$ cat src/rtl/core/gdcsp_pkg.sv
// ----------------------------------------------------------------------------
// GDIFF command stream parser package
// Phase and result codes, opcode constants, argument width lookups and the
// result record shared by the parser files.
// ----------------------------------------------------------------------------
package gdcsp_pkg;

  // Parse phases.
  localparam logic [2:0] PH_HEADER = 3'd0;
  localparam logic [2:0] PH_OPCODE = 3'd1;
  localparam logic [2:0] PH_ARGS   = 3'd2;
  localparam logic [2:0] PH_SKIP   = 3'd3;
  localparam logic [2:0] PH_DONE   = 3'd4;

  // Result kinds.
  localparam logic [1:0] KIND_ADD   = 2'd0;
  localparam logic [1:0] KIND_COPY  = 2'd1;
  localparam logic [1:0] KIND_END   = 2'd2;
  localparam logic [1:0] KIND_TRUNC = 2'd3;

  // Opcodes.
  localparam logic [7:0] OP_EOF          = 8'd0;
  localparam logic [7:0] OP_ADD_MAX      = 8'd246;
  localparam logic [7:0] OP_ADD_L16      = 8'd247;
  localparam logic [7:0] OP_ADD_L32      = 8'd248;
  localparam logic [7:0] OP_COPY_S16_L8  = 8'd249;
  localparam logic [7:0] OP_COPY_S16_L16 = 8'd250;
  localparam logic [7:0] OP_COPY_S16_L32 = 8'd251;
  localparam logic [7:0] OP_COPY_S32_L8  = 8'd252;
  localparam logic [7:0] OP_COPY_S32_L16 = 8'd253;
  localparam logic [7:0] OP_COPY_S32_L32 = 8'd254;

  // One decoded command.
  typedef struct packed {
    logic [1:0]  kind;
    logic [63:0] offset;
    logic [31:0] length;
    logic [63:0] total;
  } gdcsp_result_t;

  // Number of length bytes that follow an opcode of 247 or more.
  function automatic logic [3:0] len_bytes(input logic [7:0] op);
    logic [3:0] n;
    case (op)
      OP_ADD_L16:                      n = 4'd2;
      OP_ADD_L32:                      n = 4'd4;
      OP_COPY_S16_L8, OP_COPY_S32_L8:  n = 4'd1;
      OP_COPY_S16_L16, OP_COPY_S32_L16: n = 4'd2;
      default:                         n = 4'd4;
    endcase
    return n;
  endfunction

  // Number of offset bytes that follow a copy opcode.
  function automatic logic [3:0] off_bytes(input logic [7:0] op);
    logic [3:0] n;
    if (op <= OP_ADD_L32) begin
      n = 4'd0;
    end else if (op <= OP_COPY_S16_L32) begin
      n = 4'd2;
    end else if (op <= OP_COPY_S32_L32) begin
      n = 4'd4;
    end else begin
      n = 4'd8;
    end
    return n;
  endfunction

endpackage

$ cat src/rtl/core/gdcsp_stream_if.sv
// ----------------------------------------------------------------------------
// GDIFF command stream parser channels
// Valid/ready channels for patch bytes in and decoded commands out.
// ----------------------------------------------------------------------------
interface gdcsp_in_if;
  logic       valid;
  logic       ready;
  logic [7:0] patch_byte;
  logic       end_of_file;

  modport source (output valid, output patch_byte, output end_of_file, input ready);
  modport sink   (input valid, input patch_byte, input end_of_file, output ready);
endinterface

interface gdcsp_out_if;
  logic        valid;
  logic        ready;
  logic [1:0]  command_kind;
  logic [63:0] source_offset;
  logic [31:0] command_length;
  logic [63:0] total_length;

  modport source (output valid, output command_kind, output source_offset,
                  output command_length, output total_length, input ready);
  modport sink   (input valid, input command_kind, input source_offset,
                  input command_length, input total_length, output ready);
endinterface

$ cat src/rtl/core/gdcsp_parser.sv
// ----------------------------------------------------------------------------
// GDIFF command stream parser state machine
// Holds the parse state and decodes one patch byte per enabled cycle,
// producing at most one command result for it.
// ----------------------------------------------------------------------------
module gdcsp_parser #(
  parameter int HEADER_BYTES = 5
) (
  input  logic                    clk,
  input  logic                    rst_n,
  input  logic                    step_en,
  input  logic [7:0]              patch_byte,
  input  logic                    end_of_file,
  input  logic                    rel_offsets,
  output logic                    res_vld,
  output gdcsp_pkg::gdcsp_result_t res
);
  import gdcsp_pkg::*;

  localparam int HCW = (HEADER_BYTES > 1) ? $clog2(HEADER_BYTES) : 1;
  localparam logic [HCW:0] HDR_LIMIT = (HCW + 1)'(HEADER_BYTES);
  localparam logic [2:0] PH_RESET = (HEADER_BYTES > 0) ? PH_HEADER : PH_OPCODE;

  logic [2:0]     phase_r, phase_nxt;
  logic [HCW-1:0] hdr_cnt_r, hdr_cnt_nxt;
  logic [7:0]     opcode_r, opcode_nxt;
  logic [3:0]     args_r, args_nxt;
  logic [63:0]    off_acc_r, off_acc_nxt;
  logic [31:0]    len_acc_r, len_acc_nxt;
  logic [31:0]    skip_r, skip_nxt;
  logic [63:0]    file_pos_r, file_pos_nxt;
  logic [63:0]    copy_base_r, copy_base_nxt;
  logic [63:0]    total_r, total_nxt;

  logic [31:0]    cmd_len;
  logic           add_total;
  logic [63:0]    sext_off;
  logic [63:0]    copy_sum;

  // Sign extension of the collected copy offset to 64 bits.
  always_comb begin
    case (off_bytes(opcode_r))
      4'd2:    sext_off = {{48{off_acc_nxt[15]}}, off_acc_nxt[15:0]};
      4'd4:    sext_off = {{32{off_acc_nxt[31]}}, off_acc_nxt[31:0]};
      default: sext_off = off_acc_nxt;
    endcase
  end

  assign copy_sum = copy_base_r + sext_off;

  // Running total of command lengths.
  assign total_nxt = add_total ? (total_r + {32'd0, cmd_len}) : total_r;

  // Next-state and result decode for one patch byte.
  always_comb begin
    phase_nxt     = phase_r;
    hdr_cnt_nxt   = hdr_cnt_r;
    opcode_nxt    = opcode_r;
    args_nxt      = args_r;
    off_acc_nxt   = off_acc_r;
    len_acc_nxt   = len_acc_r;
    skip_nxt      = skip_r;
    file_pos_nxt  = file_pos_r + 64'd1;
    copy_base_nxt = copy_base_r;
    cmd_len       = 32'd0;
    add_total     = 1'b0;
    res_vld       = 1'b0;
    res.kind      = KIND_END;
    res.offset    = 64'd0;
    res.length    = 32'd0;

    case (phase_r)
      PH_HEADER: begin
        if (({1'b0, hdr_cnt_r} + 1'b1) >= HDR_LIMIT) begin
          phase_nxt = PH_OPCODE;
        end else begin
          hdr_cnt_nxt = hdr_cnt_r + 1'b1;
        end
        if (end_of_file) begin
          res_vld   = 1'b1;
          phase_nxt = PH_DONE;
        end
      end

      PH_OPCODE: begin
        if (patch_byte == OP_EOF) begin
          res_vld   = 1'b1;
          phase_nxt = PH_DONE;
        end else if (patch_byte <= OP_ADD_MAX) begin
          // Short add: the opcode is the length.
          cmd_len    = {24'd0, patch_byte};
          add_total  = 1'b1;
          skip_nxt   = cmd_len;
          phase_nxt  = end_of_file ? PH_DONE : PH_SKIP;
          res_vld    = 1'b1;
          res.kind   = KIND_ADD;
          res.offset = file_pos_nxt;
          res.length = cmd_len;
        end else begin
          opcode_nxt  = patch_byte;
          args_nxt    = off_bytes(patch_byte) + len_bytes(patch_byte);
          off_acc_nxt = 64'd0;
          len_acc_nxt = 32'd0;
          phase_nxt   = PH_ARGS;
          if (end_of_file) begin
            res_vld   = 1'b1;
            res.kind  = KIND_TRUNC;
            phase_nxt = PH_DONE;
          end
        end
      end

      PH_ARGS: begin
        // Offset bytes come first, then length bytes, both big-endian.
        if (args_r > len_bytes(opcode_r)) begin
          off_acc_nxt = {off_acc_r[55:0], patch_byte};
        end else begin
          len_acc_nxt = {len_acc_r[23:0], patch_byte};
        end
        args_nxt = args_r - 4'd1;
        if (args_nxt == 4'd0) begin
          cmd_len    = len_acc_nxt;
          add_total  = 1'b1;
          res_vld    = 1'b1;
          res.length = cmd_len;
          if (opcode_r <= OP_ADD_L32) begin
            // Long add: skip its data bytes unless it is empty.
            skip_nxt   = cmd_len;
            phase_nxt  = (cmd_len != 32'd0) ? PH_SKIP : PH_OPCODE;
            res.kind   = KIND_ADD;
            res.offset = file_pos_nxt;
          end else begin
            res.kind  = KIND_COPY;
            phase_nxt = PH_OPCODE;
            if (rel_offsets) begin
              copy_base_nxt = copy_sum;
              res.offset    = copy_sum;
            end else begin
              res.offset = off_acc_nxt;
            end
          end
          if (end_of_file) begin
            phase_nxt = PH_DONE;
          end
        end else if (end_of_file) begin
          res_vld   = 1'b1;
          res.kind  = KIND_TRUNC;
          phase_nxt = PH_DONE;
        end
      end

      PH_SKIP: begin
        skip_nxt = skip_r - 32'd1;
        if (skip_nxt == 32'd0) begin
          phase_nxt = PH_OPCODE;
        end
        if (end_of_file) begin
          res_vld   = 1'b1;
          phase_nxt = PH_DONE;
        end
      end

      default: begin
        phase_nxt = PH_DONE;
      end
    endcase

    res.total = total_nxt;
  end

  // Parse state registers.
  always_ff @(posedge clk) begin
    if (!rst_n) begin
      phase_r     <= PH_RESET;
      hdr_cnt_r   <= '0;
      opcode_r    <= 8'd0;
      args_r      <= 4'd0;
      off_acc_r   <= 64'd0;
      len_acc_r   <= 32'd0;
      skip_r      <= 32'd0;
      file_pos_r  <= 64'd0;
      copy_base_r <= 64'd0;
      total_r     <= 64'd0;
    end else if (step_en) begin
      phase_r     <= phase_nxt;
      hdr_cnt_r   <= hdr_cnt_nxt;
      opcode_r    <= opcode_nxt;
      args_r      <= args_nxt;
      off_acc_r   <= off_acc_nxt;
      len_acc_r   <= len_acc_nxt;
      skip_r      <= skip_nxt;
      file_pos_r  <= file_pos_nxt;
      copy_base_r <= copy_base_nxt;
      total_r     <= total_nxt;
    end
  end

endmodule

$ cat src/rtl/core/gdiff_command_stream_parser.sv
// ----------------------------------------------------------------------------
// GDIFF command stream parser
// Decodes a GDIFF patch byte stream into add, copy, end and truncation commands.
// ----------------------------------------------------------------------------
// Usage:
//   in_if carries one patch byte per beat, with end_of_file set on the last
//   byte of the file. The first HEADER_BYTES bytes are skipped unchecked.
//   out_if carries one decoded command per beat: kind, source offset,
//   length and the running total of all command lengths.
//   cfg_wr_en/cfg_wr_data write the relative-offset mode bit; write it only
//   while no byte is in flight.
//   Throughput is one byte per cycle while the receiver does not stall: a
//   byte is registered, decoded by the parser once the output register can
//   take a result, and its command then lands in the output register.
//   Most bytes (header, arguments, add data) yield no output beat.
//   When the receiver stalls, the output register holds its beat and the
//   input register holds one more byte; in_if.ready drops only when both
//   are full. After an end, truncation or end-of-file, bytes are still
//   accepted and ignored until reset.
//   Reset (rst_n low, synchronous) clears all parse state, the mode bit
//   and both valid flags.
// ----------------------------------------------------------------------------
module gdiff_command_stream_parser #(
  parameter int HEADER_BYTES = 5
) (
  input  logic       clk,
  input  logic       rst_n,
  input  logic       cfg_wr_en,
  input  logic       cfg_wr_data,
  gdcsp_in_if.sink   in_if,
  gdcsp_out_if.source out_if
);
  import gdcsp_pkg::*;

  logic          rel_r;
  logic          in_vld_r;
  logic [7:0]    in_byte_r;
  logic          in_eof_r;
  logic          advance;
  logic          res_vld;
  gdcsp_result_t res;
  logic          out_vld_r;
  gdcsp_result_t out_r;

  // Configuration register.
  always_ff @(posedge clk) begin
    if (!rst_n) begin
      rel_r <= 1'b0;
    end else if (cfg_wr_en) begin
      rel_r <= cfg_wr_data;
    end
  end

  // A held byte is decoded once the output register can take a result.
  assign advance     = in_vld_r && (!out_vld_r || out_if.ready);
  assign in_if.ready = !in_vld_r || advance;

  // Input register.
  always_ff @(posedge clk) begin
    if (!rst_n) begin
      in_vld_r <= 1'b0;
    end else if (in_if.valid && in_if.ready) begin
      in_vld_r <= 1'b1;
    end else if (advance) begin
      in_vld_r <= 1'b0;
    end
  end

  always_ff @(posedge clk) begin
    if (in_if.valid && in_if.ready) begin
      in_byte_r <= in_if.patch_byte;
      in_eof_r  <= in_if.end_of_file;
    end
  end

  // Decode state machine.
  gdcsp_parser #(
    .HEADER_BYTES (HEADER_BYTES)
  ) u_parser (
    .clk         (clk),
    .rst_n       (rst_n),
    .step_en     (advance),
    .patch_byte  (in_byte_r),
    .end_of_file (in_eof_r),
    .rel_offsets (rel_r),
    .res_vld     (res_vld),
    .res         (res)
  );

  // Output register.
  always_ff @(posedge clk) begin
    if (!rst_n) begin
      out_vld_r <= 1'b0;
    end else if (advance && res_vld) begin
      out_vld_r <= 1'b1;
    end else if (out_if.ready) begin
      out_vld_r <= 1'b0;
    end
  end

  always_ff @(posedge clk) begin
    if (advance && res_vld) begin
      out_r <= res;
    end
  end

  assign out_if.valid          = out_vld_r;
  assign out_if.command_kind   = out_r.kind;
  assign out_if.source_offset  = out_r.offset;
  assign out_if.command_length = out_r.length;
  assign out_if.total_length   = out_r.total;

endmodule

$ cat src/flat_wrapper.sv
// flat-port wrapper written by rule: the top's interface ports become plain ports
module gdiff_command_stream_parser_flat import gdcsp_pkg::*;
#(
  parameter int HEADER_BYTES = 5
)
  (clk, rst_n, cfg_wr_en, cfg_wr_data, in_if_valid, in_if_patch_byte, in_if_end_of_file, in_if_ready, out_if_valid, out_if_command_kind, out_if_source_offset, out_if_command_length, out_if_total_length, out_if_ready);
  gdcsp_in_if in_if_i ();
  gdcsp_out_if out_if_i ();
  input  logic clk;
  input  logic rst_n;
  input  logic cfg_wr_en;
  input  logic cfg_wr_data;
  input wire logic [$bits(in_if_i.valid)-1:0] in_if_valid;
  input wire logic [$bits(in_if_i.patch_byte)-1:0] in_if_patch_byte;
  input wire logic [$bits(in_if_i.end_of_file)-1:0] in_if_end_of_file;
  output wire logic [$bits(in_if_i.ready)-1:0] in_if_ready;
  output wire logic [$bits(out_if_i.valid)-1:0] out_if_valid;
  output wire logic [$bits(out_if_i.command_kind)-1:0] out_if_command_kind;
  output wire logic [$bits(out_if_i.source_offset)-1:0] out_if_source_offset;
  output wire logic [$bits(out_if_i.command_length)-1:0] out_if_command_length;
  output wire logic [$bits(out_if_i.total_length)-1:0] out_if_total_length;
  input wire logic [$bits(out_if_i.ready)-1:0] out_if_ready;
  assign in_if_i.valid = in_if_valid;
  assign in_if_i.patch_byte = in_if_patch_byte;
  assign in_if_i.end_of_file = in_if_end_of_file;
  assign in_if_ready = in_if_i.ready;
  assign out_if_valid = out_if_i.valid;
  assign out_if_command_kind = out_if_i.command_kind;
  assign out_if_source_offset = out_if_i.source_offset;
  assign out_if_command_length = out_if_i.command_length;
  assign out_if_total_length = out_if_i.total_length;
  assign out_if_i.ready = out_if_ready;
  gdiff_command_stream_parser #(.HEADER_BYTES(HEADER_BYTES)) u_core (.clk(clk), .rst_n(rst_n), .cfg_wr_en(cfg_wr_en), .cfg_wr_data(cfg_wr_data), .in_if(in_if_i), .out_if(out_if_i));
endmodule
$ cat config.mk
export PLATFORM = sky130hd
export DESIGN_NAME = gdiff_command_stream_parser_flat
export DESIGN_NICKNAME = d
export VERILOG_FILES = /design/src/rtl/core/gdcsp_pkg.sv /design/src/rtl/core/gdcsp_stream_if.sv /design/src/rtl/core/gdcsp_parser.sv /design/src/rtl/core/gdiff_command_stream_parser.sv /design/src/flat_wrapper.sv
export SDC_FILE = /design/constraint.sdc
export NUM_CORES = 1
export LEC_CHECK = 0
export BUFFER_PORTS_ARGS = -buffer_cell sky130_fd_sc_hd__buf_2
export CORE_UTILIZATION = 40
export CTS_CLUSTER_SIZE = 20
export DETAILED_ROUTE_END_ITERATION = 6
export PLACE_DENSITY = 0.66
export REMOVE_ABC_BUFFERS = 1
export SLEW_MARGIN = 40
export SYNTH_ARGS = -nofsm -noshare
export SYNTH_HDL_FRONTEND = slang
export SYNTH_HIERARCHICAL = 1
export SYNTH_SLANG_ARGS = --single-unit
$ cat constraint.sdc
create_clock -name clk -period 19.96 [get_ports clk]
set_input_delay 0.998 -clock clk [delete_from_list [all_inputs] [get_ports clk]]
set_output_delay 0.998 -clock clk [all_outputs]
set_load 0.02 [all_outputs]
==> results of run 1 <==
layout make-up:
cell class                 instances  area (sq um)  area share [%]
sequential                       512         12000            35.3
clock inverter                    30           384            1.13
clock buffer                      78          1610            4.74
inverter                          56           218           0.642
timing repair buffer             222          1290            3.81
tap                              969          1210            3.58
multi-input combinational       2878         17200            50.8
registers in the layout, summed over array words and instances (netlist names), 8 cells and up:
| register | cells |
|---|---|
| u_core/out_if.command_length | 32 |
| u_core/u_parser/file_pos_r | 64 |
| u_core/u_parser/copy_base_r | 64 |
| u_core/out_if.source_offset | 64 |
| u_core/u_parser/off_acc_r | 64 |
| u_core/u_parser/total_r | 64 |
| u_core/in_byte_r | 8 |
| u_core/u_parser/skip_r | 32 |
| u_core/u_parser/opcode_r | 8 |
| u_core/out_if.total_length | 64 |
| u_core/u_parser/len_acc_r | 32 |
worst paths after layout:
| check | depth (start not counted) | slack, ns | endpoint | start |
|---|---|---|---|---|
| max | 24 | 12.78 | u_core/out_if.total_length[29]$_DFFE_PP_ | u_core/u_parser/opcode_r[1]$_SDFFE_PN0P_ |
| min | 2 | 0.46 | u_core/u_parser/copy_base_r[50]$_SDFFE_PN0P_ | u_core/u_parser/copy_base_r[50]$_SDFFE_PN0P_ |
| max reg2reg | 24 | 12.78 | u_core/out_if.total_length[29]$_DFFE_PP_ | u_core/u_parser/opcode_r[1]$_SDFFE_PN0P_ |
| min reg2reg | 2 | 0.46 | u_core/u_parser/copy_base_r[50]$_SDFFE_PN0P_ | u_core/u_parser/copy_base_r[50]$_SDFFE_PN0P_ |
metal layers:
layer / vias up / global-route usage, %
met5: - / 0
met4: 2 / 8.26
met3: 172 / 4.24
met2: 1092 / 36.7
met1: 13300 / 34.8
li1: 13400 / -
critical path, cell delays in order (launching register included):
cell and delay, ns:
dfxtp_1 0.45, and3b_1 0.20, o21ai_0 0.14, o21ai_0 0.11, nand2_1 0.11, nand2b_1 0.06
ha_1 0.28, o21ai_0 0.09, a32oi_1 0.48, or2_4 0.55, buf_4 0.66, o21ai_1 0.36
a22oi_1 0.39, inv_1 0.11, ha_1 0.33, a211oi_2 0.29, o21bai_2 0.12, o31a_1 0.33
a311o_2 0.47, a31o_4 0.29, a21oi_1 0.28, o21ai_1 0.18, a221oi_2 0.34, xor2_1 0.21
o21ai_1 0.07
report_power, final:
part,switching [mW],internal (mW),total (mW),leakage (nW)
clock network,0.463,0.645,1.11,0.965
registers,0.0138,1.09,1.11,4.27
logic,0.0903,0.0310,0.121,6.90
cells in the final DEF, fill, tap and decap left out, types with 89 or more instances in the layout:
master and instances:
buf_2 178, nor2_1 378, edfxtp_1 171, o21ai_0 150, nand3_1 162, a21oi_1 357
xnor2_1 139, ha_1 106, nand2_1 532, nor3_1 89, dfxtp_1 340, xor2_1 129
kinds of logic after synthesis:
group,count (synthesis)
and+or+nand+nor,1460
AOI/OAI and AO/OA,984
DFF,512
buffers and inverters,335
xor gates and xnor gates,268
adders and majority gates,109
muxes,57
stage by stage:
| step | cells | total power [mW] | instance area (sq um) | hold slack [ns] |
|---|---|---|---|---|
| 6_report | 4745 | 2.34 | 33900 | 0.460 |
| 5_1_grt | 4745 | 2.41 | 33900 | 0.478 |
| 4_1_cts | 4744 | 2.35 | 33900 | 0.459 |
| 3_5_place_dp | 4636 | 1.25 | 31900 | 0.451 |
| 3_3_place_gp | 4634 | 1.25 | 31800 | 0.444 |
| 2_1_floorplan | 3446 | 1.20 | 29300 | 0.436 |
==> flow_metrics.py, run 1 <==
metrics = {
    "timing": {
        "skew_ns": 0.0626,
        "worst_pin_slew_ns": 0.878,
        "fmax_mhz": 139,
        "setup_viol": 0,
        "fin_ws_ns": 12.78,
        "setup_tns_ns": 0,
        "maxSlewHeadroom_pct": 41.1,
        "slew_violations": 0,
        "hold_viol_final": 0,
        "period_share_pct": 36.0,
        "fin_crit_ns": 7.18,
        "rsz0062_at_grt": "false",
    },
    "floorplan": {
        "pin_count": 179,
        "die_width_um": 277,
        "initial_utilization_pct": 40.6,
        "rows": 100,
        "fp.dieArea_sq_um": 77000,
        "die_y_um": 277,
        "coreArea_sq_um": 74800,
    },
    "logic_synthesis": {
        "yosys-top-cells-count": "534 x nand2_1, 383 x nor2_1, 358 x a21oi_1",
        "synth_xor_area_share_pct": 7.73,
        "synth_mux_area_share_pct": 1.88,
        "ys_types": 96,
        "synthFlopType": "dfxtp_1",
        "syn_area_sq_um": 30400,
        "yosysTopAreaCellShare_pct": 22.5,
        "synth.most_common_cell": "nand2_1",
        "synthAdderAreaFrac_pct": 4.57,
        "synth-edff-count": 171,
        "synth_warnings": 6,
        "synth_simple_gate_area_share_pct": 22.0,
        "netlist_instances": 3725,
        "ys_top_cells_by_area": "dfxtp_1 22%, edfxtp_1 17%, nand2_1 6.6%",
        "syn-mean-instance-area_sq_um": 8.15,
        "seq_area_frac_synth_pct": 39.4,
        "synth_top_family_by_area": "simple AND/OR/NAND/NOR gates",
        "async_flop_share_pct": 0,
        "synth_top_cell_by_area": "dfxtp_1",
        "synth_compound_area_share_pct": 20.2,
        "synth-seq-cells": 512,
    },
    "layout": {
        "nets": 3851,
        "fillCellCount": 7329,
        "finish.utilization_pct": 45.3,
        "diodes": 0,
        "drive_gt1_share_pct": 10.1,
        "syn_to_final_growth_pct": 11.6,
    },
    "power_and_ir_drop": {
        "vdd_drop_max_v": 0.0000662,
        "power.leakage_nw": 12.1,
        "power_density_nw_per_um2": 69.0,
    },
    "placement": {
        "io_buffer_count": 178,
        "dp.final_hpwl_um": 67400,
        "gp_congestion": 0.974,
        "dp_slack_ns": 12.94,
    },
    "cts": {
        "holdBufCountCts": 0,
        "clkTransAtPathRegs_ns": 0.06,
        "cts_buffers": 57,
        "cts_htree_levels": 2,
        "post_cts_buffers": 0,
        "clkLatencyLatePin_ns": 0.67,
        "cts_sinks": 512,
        "ctsResizeCount": 0,
        "cts_tree": "done",
        "cts_root_buffer": "clkbuf_16",
        "cts_buffer_depth": 3,
    },
    "global_route": {
        "grtUsageTotal_pct": 24.3,
        "grt_max_degree": 106,
        "grt_antenna_before_repair": 1,
        "grt_pass1_vias": 25700,
        "overflow": 0,
        "grt_pass1_wl_um": 150000,
    },
    "min_path": {
        "hold_class": "flip-flop to flip-flop",
    },
    "routing": {
        "firstDrtPassIters": 7,
        "drtIter0Drc": 2922,
        "ant_nets": 0,
        "met2_length_um": 41900,
        "detail_route.wl_per_cell_um": 20.5,
        "wl_met3_um": 7660,
        "remaining_drc_errors": 2,
        "met1_length_um": 44500,
        "totalWireLength_um": 97300,
        "vias": 28000,
        "top_layer": "met5",
        "routed_via_density": 5.89,
    },
    "setup_path": {
        "end_kind": "flip-flop",
        "worstPathRequired_ns": 20.36,
        "worstPathArrival_ns": 7.58,
        "cp-start-kind": "flip-flop",
        "cp_max_fo": 46,
        "crit_type": "flip-flop to flip-flop",
    },
    "outcome": {
        "outcome": "complete, but fails checks",
        "violations": "DRC",
    },
    "flow_run": {
        "maxCapViolations": 0,
    },
}
Power figures use the tool's default switching activity.
==> run 2, diff against run 1 <==
==> constraint.sdc (replaced) <==
create_clock -name clk -period 7.5 [get_ports clk]
set_input_delay 0.375 -clock clk [delete_from_list [all_inputs] [get_ports clk]]
set_output_delay 0.375 -clock clk [all_outputs]
set_load 0.02 [all_outputs]
==> run 2 against run 1 <==
  * The run now ends clean
  * Sequential share of layout area fell by 0.13 points
  * Worst setup slack got worse by 12 ns
  * Combinational power rose to 2.7 times the previous value
  * Sequential power grew to 2.6 times the previous value
  * Worst hold slack worse by 0.43 ns
  * Die area unchanged
  * Clock power rose to 2.7 times the previous value
  * Largest power group is now the clock network
==> flow_metrics.py, run 2 (synthesis results as in run 1) <==
metrics = {
    "outcome": {
        "outcome": "complete, no violations",
    },
    "timing": {
        "slew_violations": 0,
        "fin_ws_ns": 0.991,
        "setup_viol": 0,
        "skew_ns": 0.0523,
        "fmax_mhz": 154,
        "worst_pin_slew_ns": 0.848,
        "fin_crit_ns": 6.51,
        "rsz0062_at_grt": "false",
        "period_share_pct": 86.8,
        "hold_viol_final": 0,
        "maxSlewHeadroom_pct": 43.3,
    },
    "layout": {
        "syn_to_final_growth_pct": 12.1,
        "final_common_cell": "nand2_1",
        "fin_area_sq_um": 34000,
        "final_cell_mix": "532 x nand2_1, 379 x nor2_1, 357 x a21oi_1",
        "drive_gt1_share_pct": 10.3,
        "nets": 3865,
        "finish.utilization_pct": 45.5,
    },
    "setup_path": {
        "end_kind": "flip-flop",
        "worstPathArrival_ns": 7.07,
        "r2r-end": "u_core/u_parser/copy_base_r[60]$_SDFFE_PN0P_",
        "slowest_delay_ns": 0.56,
        "cpMostUsedCell": "o21ai_0",
        "cp-start-kind": "flip-flop",
        "crit_type": "flip-flop to flip-flop",
        "crit_chain": "nor3b_1 > o21ai_0 > o21ai_0 > nand2_1 > ha_1 > nor2b_1 > o21ai_0 > a32oi_1 > o21a_2 > buf_4 > buf_4 > nand2_1 > o31ai_1 > ha_1 > a2111oi_0 > nor3_1 > o21ai_1 > o31a_1 > a2111oi_2 > o211ai_1 > a21oi_1 > or4_1 > nand4_1",
        "worstPathRequired_ns": 8.06,
        "reg2reg_from": "u_core/u_parser/opcode_r[1]$_SDFFE_PN0P_",
        "r2r_slack_ns": 0.99,
        "cp_slowest_cell": "or4_1",
        "rr_worst_depth": 23,
        "cp_max_fo": 32,
        "crit_start": "u_core/u_parser/opcode_r[1]$_SDFFE_PN0P_",
    },
    "cts": {
        "cts_tree": "done",
        "cts_buffer_depth": 3,
        "cts_htree_levels": 2,
        "clkTransAtPathRegs_ns": 0.06,
        "clkLatencyLatePin_ns": 0.67,
        "cts_root_buffer": "clkbuf_16",
        "holdBufCountCts": 10,
        "post_cts_buffers": 0,
        "cts_sinks": 512,
        "ctsResizeCount": 0,
        "cts_buffers": 58,
    },
    "placement": {
        "io_buffer_count": 178,
        "gp_congestion": 0.945,
        "placed_cell_area_sq_um": 31900,
        "dp.final_hpwl_um": 67400,
        "dp_slack_ns": 1.16,
    },
    "min_path": {
        "hold_class": "primary input to flip-flop",
        "hp-start": "cfg_wr_data",
        "hold_path_end": "u_core/rel_r$_SDFFE_PN0P_",
        "hold_depth": 3,
    },
    "global_route": {
        "grt_antenna_before_repair": 2,
        "grtUsageTotal_pct": 24.2,
        "grt_max_degree": 115,
        "overflow": 0,
        "grt_pass1_vias": 25400,
        "grt_pass1_wl_um": 149000,
    },
    "routing": {
        "totalWireLength_um": 96800,
        "remaining_drc_errors": 0,
        "detail_route.wl_per_cell_um": 20.3,
        "vias": 27700,
        "ant_nets": 0,
        "routed_via_density": 5.82,
        "drtIter0Drc": 2973,
        "firstDrtPassIters": 7,
    },
    "floorplan": {
        "rows": 100,
        "pin_count": 179,
        "die_width_um": 277,
        "coreArea_sq_um": 74800,
        "initial_utilization_pct": 40.6,
        "fp.dieArea_sq_um": 77000,
        "die_y_um": 277,
    },
    "power_and_ir_drop": {
        "power_density_nw_per_um2": 184,
        "vdd_drop_max_v": 0.000164,
        "power.leakage_nw": 12.2,
        "p_total_mw": 6.26,
    },
    "flow_run": {
        "maxCapViolations": 0,
    },
}
## run 2: worst max-delay path by stage
stage | depth (start not counted) | endpoint | slack [ns]
after detailed placement | 24 | u_core/out_if.source_offset[57]$_DFFE_PP_ | 1.16
final | 23 | u_core/u_parser/copy_base_r[60]$_SDFFE_PN0P_ | 0.99
after CTS | 23 | u_core/u_parser/copy_base_r[59]$_SDFFE_PN0P_ | 1.12
after global routing | 24 | u_core/out_if.source_offset[58]$_DFFE_PP_ | 0.35
after global placement | 23 | u_core/out_if.source_offset[60]$_DFFE_PP_ | 1.21
after floorplan | 11 | u_core/out_if.command_kind[0]$_DFFE_PP_ | -1.99
## run 2: power breakdown
group	internal [mW]	switching [mW]	total (mW)
clock network	1.72	1.27	2.99
logic	0.0840	0.247	0.331
registers	2.91	0.0289	2.94
total	4.72	1.55	6.26
## run 2: layout make-up
class / instances / area (sq um)
well taps: 969 / 1210
repair buffers: 235 / 1360
flip-flops and latches: 512 / 12000
clock buffers: 81 / 1670
fillers: 7346 / 40800
diodes: 1 / 2.50
inverters: 56 / 218
clock inverters: 29 / 357
multi-input cells: 2878 / 17200
## run 2: critical path, delay by kind of cell, from the launching register on
family / cells / cell delay [ns]
AO/OA/AOI/OAI: 12 / 3.24
AND/OR/NAND/NOR: 7 / 1.30
buffers and inverters: 2 / 0.71
adder cells (fa/ha/maj): 2 / 0.72
flip-flops: 1 / 0.44
## run 2: metal layers
layer	routed length (um)	share of wire (%)	track usage, %
met5	13	0.013	0
met4	2380	2.5	6.55
met3	7560	7.8	4.55
met2	42500	44	37.2
met1	44300	46	34.4
## run 2: stage by stage
stage | hold slack, ns | std cells | setup TNS, ns
after floorplan | 0.436 | 3446 | -331.99
after global placement | 0.445 | 4640 | 0
after detailed placement | 0.456 | 4640 | 0
after CTS | 0.00496 | 4760 | 0
after global routing | 0.0285 | 4761 | 0
final | 0.0261 | 4761 | 0
